==> config.mk <==
export PLATFORM = sky130hd
export DESIGN_NAME = fmdh_div
export DESIGN_NICKNAME = d
export VERILOG_FILES = /design/src/fmdh_pkg.sv /design/src/fmdh_div.sv
export SDC_FILE = /design/constraint.sdc
export NUM_CORES = 1
export LEC_CHECK = 0
export ABC_CLOCK_PERIOD_IN_PS = 3300
export BUFFER_PORTS_ARGS = -buffer_cell sky130_fd_sc_hd__buf_2
export CAP_MARGIN = 20
export CORE_ASPECT_RATIO = 1.75
export CORE_MARGIN = 10
export CORE_UTILIZATION = 40
export DETAILED_ROUTE_END_ITERATION = 7
export RECOVER_POWER = 50
export SLEW_MARGIN = 10
export SYNTH_ARGS = -nofsm -noshare
export SYNTH_HDL_FRONTEND = slang
export SYNTH_SLANG_ARGS = --single-unit
==> constraint.sdc <==
create_clock -name clk -period 3.3 [get_ports clk]
set_clock_uncertainty 0.1 [all_clocks]
set_input_delay 0 -clock clk [delete_from_list [all_inputs] [get_ports clk]]
set_output_delay 0 -clock clk [all_outputs]
set_load 0.005 [all_outputs]
==> src/fmdh_pkg.sv <==
package fmdh_pkg;

    localparam int MODE_W     = 2;
    localparam int BLOCK_W    = 14;
    localparam int NODE_W     = 4;
    localparam int NODE_CNT_W = 5;
    localparam int KIND_W     = 2;
    localparam int CFG_IDX_W  = 1;
    localparam int CFG_DATA_W = 5;

    localparam int RECIP_SHIFT = 19;
    localparam int RECIP_W     = 20;

    localparam int RENEW_CNT_W = 4;
    localparam logic [RENEW_CNT_W-1:0] MAX_RENEWS = 4'd15;

    localparam logic [MODE_W-1:0] MODE_READ_MISS  = 2'd0;
    localparam logic [MODE_W-1:0] MODE_WRITE_MISS = 2'd1;
    localparam logic [MODE_W-1:0] MODE_WRITE      = 2'd2;
    localparam logic [MODE_W-1:0] MODE_WRITEBACK  = 2'd3;

    localparam logic [KIND_W-1:0] KIND_RENEW    = 2'd0;
    localparam logic [KIND_W-1:0] KIND_OK       = 2'd1;
    localparam logic [KIND_W-1:0] KIND_BAD_HOME = 2'd2;

    localparam logic [CFG_IDX_W-1:0] CFG_NODE_COUNT = 1'd0;
    localparam logic [CFG_IDX_W-1:0] CFG_OWN_NODE   = 1'd1;

    typedef struct packed {
        logic [MODE_W-1:0]  mode;
        logic [BLOCK_W-1:0] block_number;
        logic [NODE_W-1:0]  src_node;
    } req_t;

    typedef struct packed {
        logic [KIND_W-1:0]  kind;
        logic [NODE_W-1:0]  dest_node;
        logic [BLOCK_W-1:0] block_out;
        logic               last;
    } rsp_t;

    // floor(2^RECIP_SHIFT / n)
    function automatic logic [RECIP_W-1:0] recip(input logic [NODE_CNT_W-1:0] n);
        logic [RECIP_W-1:0] r;
        case (n)
            5'd2:    r = 20'd262144;
            5'd3:    r = 20'd174762;
            5'd4:    r = 20'd131072;
            5'd5:    r = 20'd104857;
            5'd6:    r = 20'd87381;
            5'd7:    r = 20'd74898;
            5'd8:    r = 20'd65536;
            5'd9:    r = 20'd58254;
            5'd10:   r = 20'd52428;
            5'd11:   r = 20'd47662;
            5'd12:   r = 20'd43690;
            5'd13:   r = 20'd40329;
            5'd14:   r = 20'd37449;
            5'd15:   r = 20'd34952;
            5'd16:   r = 20'd32768;
            5'd17:   r = 20'd30840;
            5'd18:   r = 20'd29127;
            5'd19:   r = 20'd27594;
            5'd20:   r = 20'd26214;
            5'd21:   r = 20'd24966;
            5'd22:   r = 20'd23831;
            5'd23:   r = 20'd22795;
            5'd24:   r = 20'd21845;
            5'd25:   r = 20'd20971;
            5'd26:   r = 20'd20164;
            5'd27:   r = 20'd19418;
            5'd28:   r = 20'd18724;
            5'd29:   r = 20'd18078;
            5'd30:   r = 20'd17476;
            5'd31:   r = 20'd16912;
            default: r = 20'd524288;
        endcase
        return r;
    endfunction

endpackage

==> src/fmdh_div.sv <==
module fmdh_div (
    input  logic                           clk,
    input  logic                           rst_n,
    input  logic                           start,
    input  logic [fmdh_pkg::BLOCK_W-1:0]    dividend,
    input  logic [fmdh_pkg::NODE_CNT_W-1:0] divisor,
    output logic                           done,
    output logic [fmdh_pkg::BLOCK_W-1:0]    quot,
    output logic [fmdh_pkg::NODE_CNT_W-1:0] rem
);
    import fmdh_pkg::*;

    localparam int PROD_W = BLOCK_W + RECIP_W;
    localparam int QN_W   = BLOCK_W + NODE_CNT_W;
    localparam int REM2_W = NODE_CNT_W + 1;

    logic                  s1_valid_reg;
    logic                  s2_valid_reg;
    logic                  done_reg;
    logic [PROD_W-1:0]     prod_reg;
    logic [BLOCK_W-1:0]    dvd1_reg;
    logic [NODE_CNT_W-1:0] dvs1_reg;
    logic [BLOCK_W-1:0]    q0_reg;
    logic [NODE_CNT_W-1:0] dvs2_reg;
    logic [REM2_W-1:0]     rem2_reg;
    logic [BLOCK_W-1:0]    quot_reg;
    logic [NODE_CNT_W-1:0] rem_reg;

    logic [BLOCK_W-1:0]    q0;
    logic [QN_W-1:0]       qn;
    logic [BLOCK_W-1:0]    diff;
    logic                  fix;

    assign q0   = prod_reg[RECIP_SHIFT +: BLOCK_W];
    assign qn   = QN_W'(q0) * QN_W'(dvs1_reg);
    assign diff = dvd1_reg - BLOCK_W'(qn);
    assign fix  = rem2_reg >= {1'b0, dvs2_reg};

    always_ff @(posedge clk or negedge rst_n)
    begin
        if (!rst_n)
        begin
            s1_valid_reg <= 1'b0;
            s2_valid_reg <= 1'b0;
            done_reg     <= 1'b0;
        end
        else
        begin
            s1_valid_reg <= start;
            s2_valid_reg <= s1_valid_reg;
            done_reg     <= s2_valid_reg;
        end
    end

    always_ff @(posedge clk)
    begin
        if (start)
        begin
            prod_reg <= PROD_W'(dividend) * PROD_W'(recip(divisor));
            dvd1_reg <= dividend;
            dvs1_reg <= divisor;
        end
        if (s1_valid_reg)
        begin
            q0_reg   <= q0;
            dvs2_reg <= dvs1_reg;
            rem2_reg <= REM2_W'(diff);
        end
        if (s2_valid_reg)
        begin
            quot_reg <= fix ? q0_reg + BLOCK_W'(1) : q0_reg;
            rem_reg  <= fix ? NODE_CNT_W'(rem2_reg - {1'b0, dvs2_reg})
                            : NODE_CNT_W'(rem2_reg);
        end
    end

    assign done = done_reg;
    assign quot = quot_reg;
    assign rem  = rem_reg;

endmodule

==> results.sh, run 1 <==
export IMPL_outcome="finished, violations left"
export IMPL_violations="setup timing"
export IMPL_dpl_worst_slack_ns=-3.55
export IMPL_finalNonFillerCells=2035
export IMPL_maxCapViolCount=0
export IMPL_cts_buffer_depth=2
export IMPL_grt_util_met1_pct=16.9
export IMPL_hold_depth=2
export IMPL_busiest_layer="met2"
export IMPL_worst_pin_slew_ns=1.49
export IMPL_dpl_hpwl_um=29500
export IMPL_synth_seq_cells=72
export IMPL_htreeDepth=3
export IMPL_clk_latency_ns=0.33
export IMPL_rsz0062_at_grt="yes"
export IMPL_use_met2_pct=35.6
export IMPL_drt_iter0_drc=382
export IMPL_fill_cells=2908
export IMPL_syn_area_um2=13000
export IMPL_synth_enable_flop_cells=69
export IMPL_multiInputGateArea_um2=10300
export IMPL_synth_compound_area_share_pct=8.43
export IMPL_drc=0
export IMPL_clock_sinks=72
export IMPL_crit_start="divisor[1]"
export IMPL_max_slew_margin_rel_pct=0.960
export IMPL_grt_pass1_vias=11600
export IMPL_worst_setup_path_end_kind="flop"
export IMPL_track_usage_pct=17.7
export IMPL_setup_violations=14
export IMPL_areaGrowthSynthToFinish_pct=28.7
export IMPL_seqCellArea_um2=2150
export IMPL_fin_hold_ws_ns=0.0509
export IMPL_antenna_found_initial=0
export IMPL_drive_gt1_share_pct=27.9
export IMPL_rows=87
export IMPL_cp_slowest_stage_delay_ns=0.57
export IMPL_syn_num_nets=1751
export IMPL_final_common_cell="inv_1"
export IMPL_layout_nets=1986
export IMPL_fin_crit_ns=6.11
export IMPL_initial_core_util_pct=40.4
export IMPL_fin_util_pct=51.9
export IMPL_r2r_start="dvs1_reg[4]$_DFFE_PP_"
export IMPL_synthAdderAreaFrac_pct=44.9
export IMPL_cts_clk_slew_worst_paths_ns=0.06
export IMPL_port_buffers=41
export IMPL_overflow=0
export IMPL_root_buffer="clkbuf_16"
export IMPL_cpMaxStageDelayCell="fa_2"
export IMPL_cts_buffers=9
export IMPL_yosysSeqAreaShare_pct=16.6
export IMPL_ys_types=68
export IMPL_slew_viol_final=0
export IMPL_grt_pass1_wl_um=56800
export IMPL_dp_cells=1975
export IMPL_arrival_ns=6.08
export IMPL_cp_num_cells=30
export IMPL_start_kind="input pin"
export IMPL_required_ns=3.27
export IMPL_die_area_um2=40300
export IMPL_final_cell_mix="inv_1, fa_1, buf_4"
export IMPL_muxShareOfSynthArea_pct=0.647
export IMPL_cp_top_family="adder cells"
export IMPL_crit_type="input pin to flop"
export IMPL_finalWirelength_um=35100
export IMPL_avgRoutedWirePerCell_um=17.3
export IMPL_ys_async_sr_fraction_pct=4.17
export IMPL_max_freq_mhz=164
export IMPL_ant_nets=0
export IMPL_grtUsageMet3_pct=1.70
export IMPL_rr_worst_depth=8
export IMPL_grt_max_degree=27
export IMPL_ys_warn_count=0
export IMPL_synth_xor_area_share_pct=3.31
export IMPL_setup_ws_ns=-2.81
export IMPL_worst_path_max_fanout=7
export IMPL_syn_area_per_cell_um2=9.29
export IMPL_diodes=0
export IMPL_num_vias=10400
export IMPL_crit_buf_inv=10
export IMPL_synth_simple_area_share_pct=16.1
export IMPL_min_path_type="input pin to flop"
export IMPL_finalCritPeriodShare_pct=185
export IMPL_drtPass1Iterations=5
export IMPL_fp_coreArea_um2=32100
export IMPL_ios=42
export IMPL_synth_top_family_by_area="adder cells"
export IMPL_netlist_instances=1395
export IMPL_cp_common_cell="fa_1"
export IMPL_hold_start="divisor[4]"
export IMPL_via_per_inst=5.10
export IMPL_ys_flop_type="edfxtp_1"
export IMPL_place_congestion=0.864
export IMPL_hold_viol=0
export IMPL_die_w_um=156
export IMPL_die_height_um=258
export IMPL_cts_tree="done"
## layer usage
layer  wire length, um  vias up
met5                 0        -
li1                  -     4824
met1             12200     5195
met3               863      117
met2             20100      243
met4              2010        0
## cell type report
cell class | count | area share (%)
tap | 400 | 3.00
clock buffer | 9 | 1.35
clock inverter | 7 | 0.623
timing repair buffer | 290 | 14.1
sequential | 72 | 12.9
inverter | 268 | 6.12
multi-input combinational | 989 | 62.0
## what timing repair did
item / in CTS / in global routing
gates resized for setup: 86 / 83
endpoints found under the setup margin: 14 / 15
pin swaps: 17 / 33
hold endpoints to repair: 8 / 0
setup buffers: 19 / 17
gates cloned: 0 / 2
hold buffers: 7 / 0
## cells by family (layout without fill, tap and decap cells)
family,count (synthesis),after routing
AOI/OAI and AO/OA,162,162
xor gates and xnor gates,49,49
adders and majority gates,334,334
buffers and inverters,335,574
DFF,72,72
muxes,8,8
and+or+nand+nor,435,436
## stage by stage
| stage | TNS (ns) | instance area (um^2) |
|---|---|---|
| 3_3_place_gp | -46.95 | 15300 |
| 4_1_cts | -37.00 | 16300 |
| 6_report | -37.46 | 16700 |
| 3_5_place_dp | -47.79 | 15300 |
| 2_1_floorplan | -34.74 | 13300 |
| 5_1_grt | -40.49 | 16700 |
## cells in the mapped netlist, types with 4 or more instances
cell	instances	share of area, %
nand4_1	11	0.53
inv_1	266	7.7
o21bai_1	4	0.23
fa_1	219	34
a31oi_1	6	0.29
nor2b_1	6	0.29
and2_1	122	5.9
clkbuf_1	52	1.5
a21oi_1	52	2.0
o21ai_0	35	1.4
o211ai_1	6	0.35
nor2_1	39	1.1
xor2_1	10	0.68
nand2_1	212	6.1
a211oi_1	8	0.46
and3_1	9	0.43
a21o_1	13	0.75
nand2b_1	4	0.19
ha_1	115	11
xnor2_1	39	2.6
mux2i_1	5	0.39
nor3_1	8	0.31
nand3_1	13	0.50
buf_2	12	0.46
edfxtp_1	69	16
## worst paths after layout
kind,slack [ns],endpoint
worst max-delay path,-2.81,prod_reg[26]$_DFFE_PP_
worst min-delay path,0.05,dvs1_reg[4]$_DFFE_PP_
worst min register to register,0.32,q0_reg[10]$_DFFE_PP_
min in group asynchronous,0.43,done$_DFF_PN0_
worst max register to register,0.14,rem2_reg[5]$_DFFE_PP_
max in group asynchronous,2.53,s1_valid_reg$_DFF_PN0_
Power of run 1 is not shown: default switching activity piles up to over one toggle a cycle in this logic, so the estimate is an artifact.
==> run 2: changes to the inputs <==
--- a/config.mk
+++ b/config.mk
@@ -8,8 +8,7 @@
 export ABC_CLOCK_PERIOD_IN_PS = 3300
 export BUFFER_PORTS_ARGS = -buffer_cell sky130_fd_sc_hd__buf_2
 export CAP_MARGIN = 20
-export CORE_ASPECT_RATIO = 1.75
-export CORE_MARGIN = 10
+export CORE_MARGIN = 2
 export CORE_UTILIZATION = 40
 export DETAILED_ROUTE_END_ITERATION = 7
 export RECOVER_POWER = 50
==> results.sh, run 2 (same netlist as run 1, synthesis figures left out) <==
export IMPL_die_area_um2=33800
export IMPL_antenna_found_initial=0
export IMPL_drive_gt1_share_pct=24.4
export IMPL_drt_iter0_drc=349
export IMPL_overflow=0
export IMPL_crit_start="divisor[1]"
export IMPL_htreeDepth=3
export IMPL_seqCellArea_um2=2150
export IMPL_cts_buffers=9
export IMPL_worst_setup_path_end_kind="flop"
export IMPL_dpl_hpwl_um=27400
export IMPL_max_slew_margin_rel_pct=7.70
export IMPL_arrival_ns=6.07
export IMPL_setup_ws_ns=-2.80
export IMPL_rrSetupSlack_ns=0.18
export IMPL_cts_clk_slew_worst_paths_ns=0.06
export IMPL_place_area_um2=15300
export IMPL_cts_buffer_depth=2
export IMPL_required_ns=3.27
export IMPL_cp_slowest_stage_delay_ns=0.49
export IMPL_grt_max_degree=27
export IMPL_multiInputGateArea_um2=10200
export IMPL_track_usage_pct=20.4
export IMPL_place_congestion=0.893
export IMPL_dp_cells=1977
export IMPL_final_cell_mix="inv_1, fa_1, nand2_1"
export IMPL_num_vias=10100
export IMPL_layout_nets=1972
export IMPL_endpoint="prod_reg[19]$_DFFE_PP_"
export IMPL_hold_viol=0
export IMPL_setup_violations=14
export IMPL_diodes=0
export IMPL_fp_coreArea_um2=31700
export IMPL_worst_pin_slew_ns=1.38
export IMPL_rows=65
export IMPL_outcome="finished, violations left"
export IMPL_r2r_end="rem2_reg[5]$_DFFE_PP_"
export IMPL_cp_common_cell="buf_4"
export IMPL_grt_pass1_vias=11000
export IMPL_maxCapViolCount=0
export IMPL_die_w_um=184
export IMPL_fill_cells=2969
export IMPL_worst_path_max_fanout=6
export IMPL_ant_nets=0
export IMPL_cts_tree="done"
export IMPL_initial_core_util_pct=40.9
export IMPL_rsz0062_at_grt="yes"
export IMPL_drc=0
export IMPL_r2r_start="dvs1_reg[0]$_DFFE_PP_"
export IMPL_final_common_cell="inv_1"
export IMPL_ios=42
export IMPL_port_buffers=41
export IMPL_crit_type="input pin to flop"
export IMPL_finalNonFillerCells=2023
export IMPL_avgRoutedWirePerCell_um=15.9
export IMPL_clk_latency_ns=0.33
export IMPL_fin_crit_ns=6.10
export IMPL_grt_pass1_wl_um=54900
export IMPL_cpMaxStageDelayCell="fa_1"
export IMPL_slew_viol_final=0
export IMPL_finalCritPeriodShare_pct=185
export IMPL_drtPass1Iterations=4
export IMPL_min_path_type="input pin to flop"
export IMPL_max_freq_mhz=164
export IMPL_via_per_inst=4.98
export IMPL_root_buffer="clkbuf_16"
export IMPL_fin_area_um2=16300
export IMPL_dpl_worst_slack_ns=-3.38
export IMPL_start_kind="input pin"
export IMPL_rr_worst_depth=11
export IMPL_finalWirelength_um=32100
export IMPL_areaGrowthSynthToFinish_pct=25.7
export IMPL_clock_sinks=72
export IMPL_die_height_um=184
export IMPL_violations="setup timing"
run 2: cell count changes in the layout (fill, tap and decap cells not counted), sizes merged:
| cell | change |
|---|---|
| clkinvlp | -2 |
| inv | -1 |
| or2 | -1 |
| bufinv | +1 |
| clkinv | +1 |
| a21oi | +1 |
| buf | -27 |
| clkbuf | +18 |
| dlygate4sd3 | -4 |
run 2: through the flow:
stage	setup TNS (ns)	hold WS [ns]	util [%]
after floorplan	-34.74	-0.396	-
after global placement	-43.72	-0.304	48.2
after detailed placement	-44.84	-0.305	48.2
after CTS	-37.18	0.0132	51.3
after global routing	-41.08	0.0237	51.4
final	-37.50	0.00998	51.4
run 2: timing repair:
item	4_1_cts	5_1_grt
hold endpoints to repair	4	0
buffers inserted	25	2
cloned	1	0
pin swaps	47	20
resized for setup	95	23
endpoints found under the setup margin	14	14
hold buffers	3	0
run 2: layout make-up:
type | instances | area share [%]
clock buffers | 10 | 1.41
clock inverters | 6 | 0.714
inverters | 268 | 6.24
multi-input cells | 989 | 62.6
flip-flops and latches | 72 | 13.2
well taps | 402 | 3.09
repair buffers | 276 | 12.8
run 2: how the worst min path moves through the flow:
stage | from | endpoint | slack [ns] | cells after the start
after floorplan | rst_n | done$_DFF_PN0_ | -0.40 | 0
after global placement | rst_n | done$_DFF_PN0_ | -0.30 | 1
after detailed placement | rst_n | s2_valid_reg$_DFF_PN0_ | -0.30 | 1
after CTS | dividend[0] | dvd1_reg[0]$_DFFE_PP_ | 0.01 | 1
after global routing | dividend[0] | dvd1_reg[0]$_DFFE_PP_ | 0.02 | 1
final | dividend[0] | dvd1_reg[0]$_DFFE_PP_ | 0.01 | 1
run 2: per-layer routing:
metal	routed length, um	global-route usage, %	up-vias
li1	-	-	4805
met2	15900	36.0	189
met3	1070	2.26	57
met4	918	6.43	0
met5	0	0	-
met1	14200	26.2	5026
run 2: worst max-delay path, delay by kind of cell:
family	cells	cell delay [ns]
AOI/OAI and AO/OA	3	0.65
buffers and inverters	15	1.61
and+or+nand+nor	2	0.35
adders and majority gates	8	3.33
xor gates and xnor gates	1	0.10
Power of run 2 is left out for the same reason.
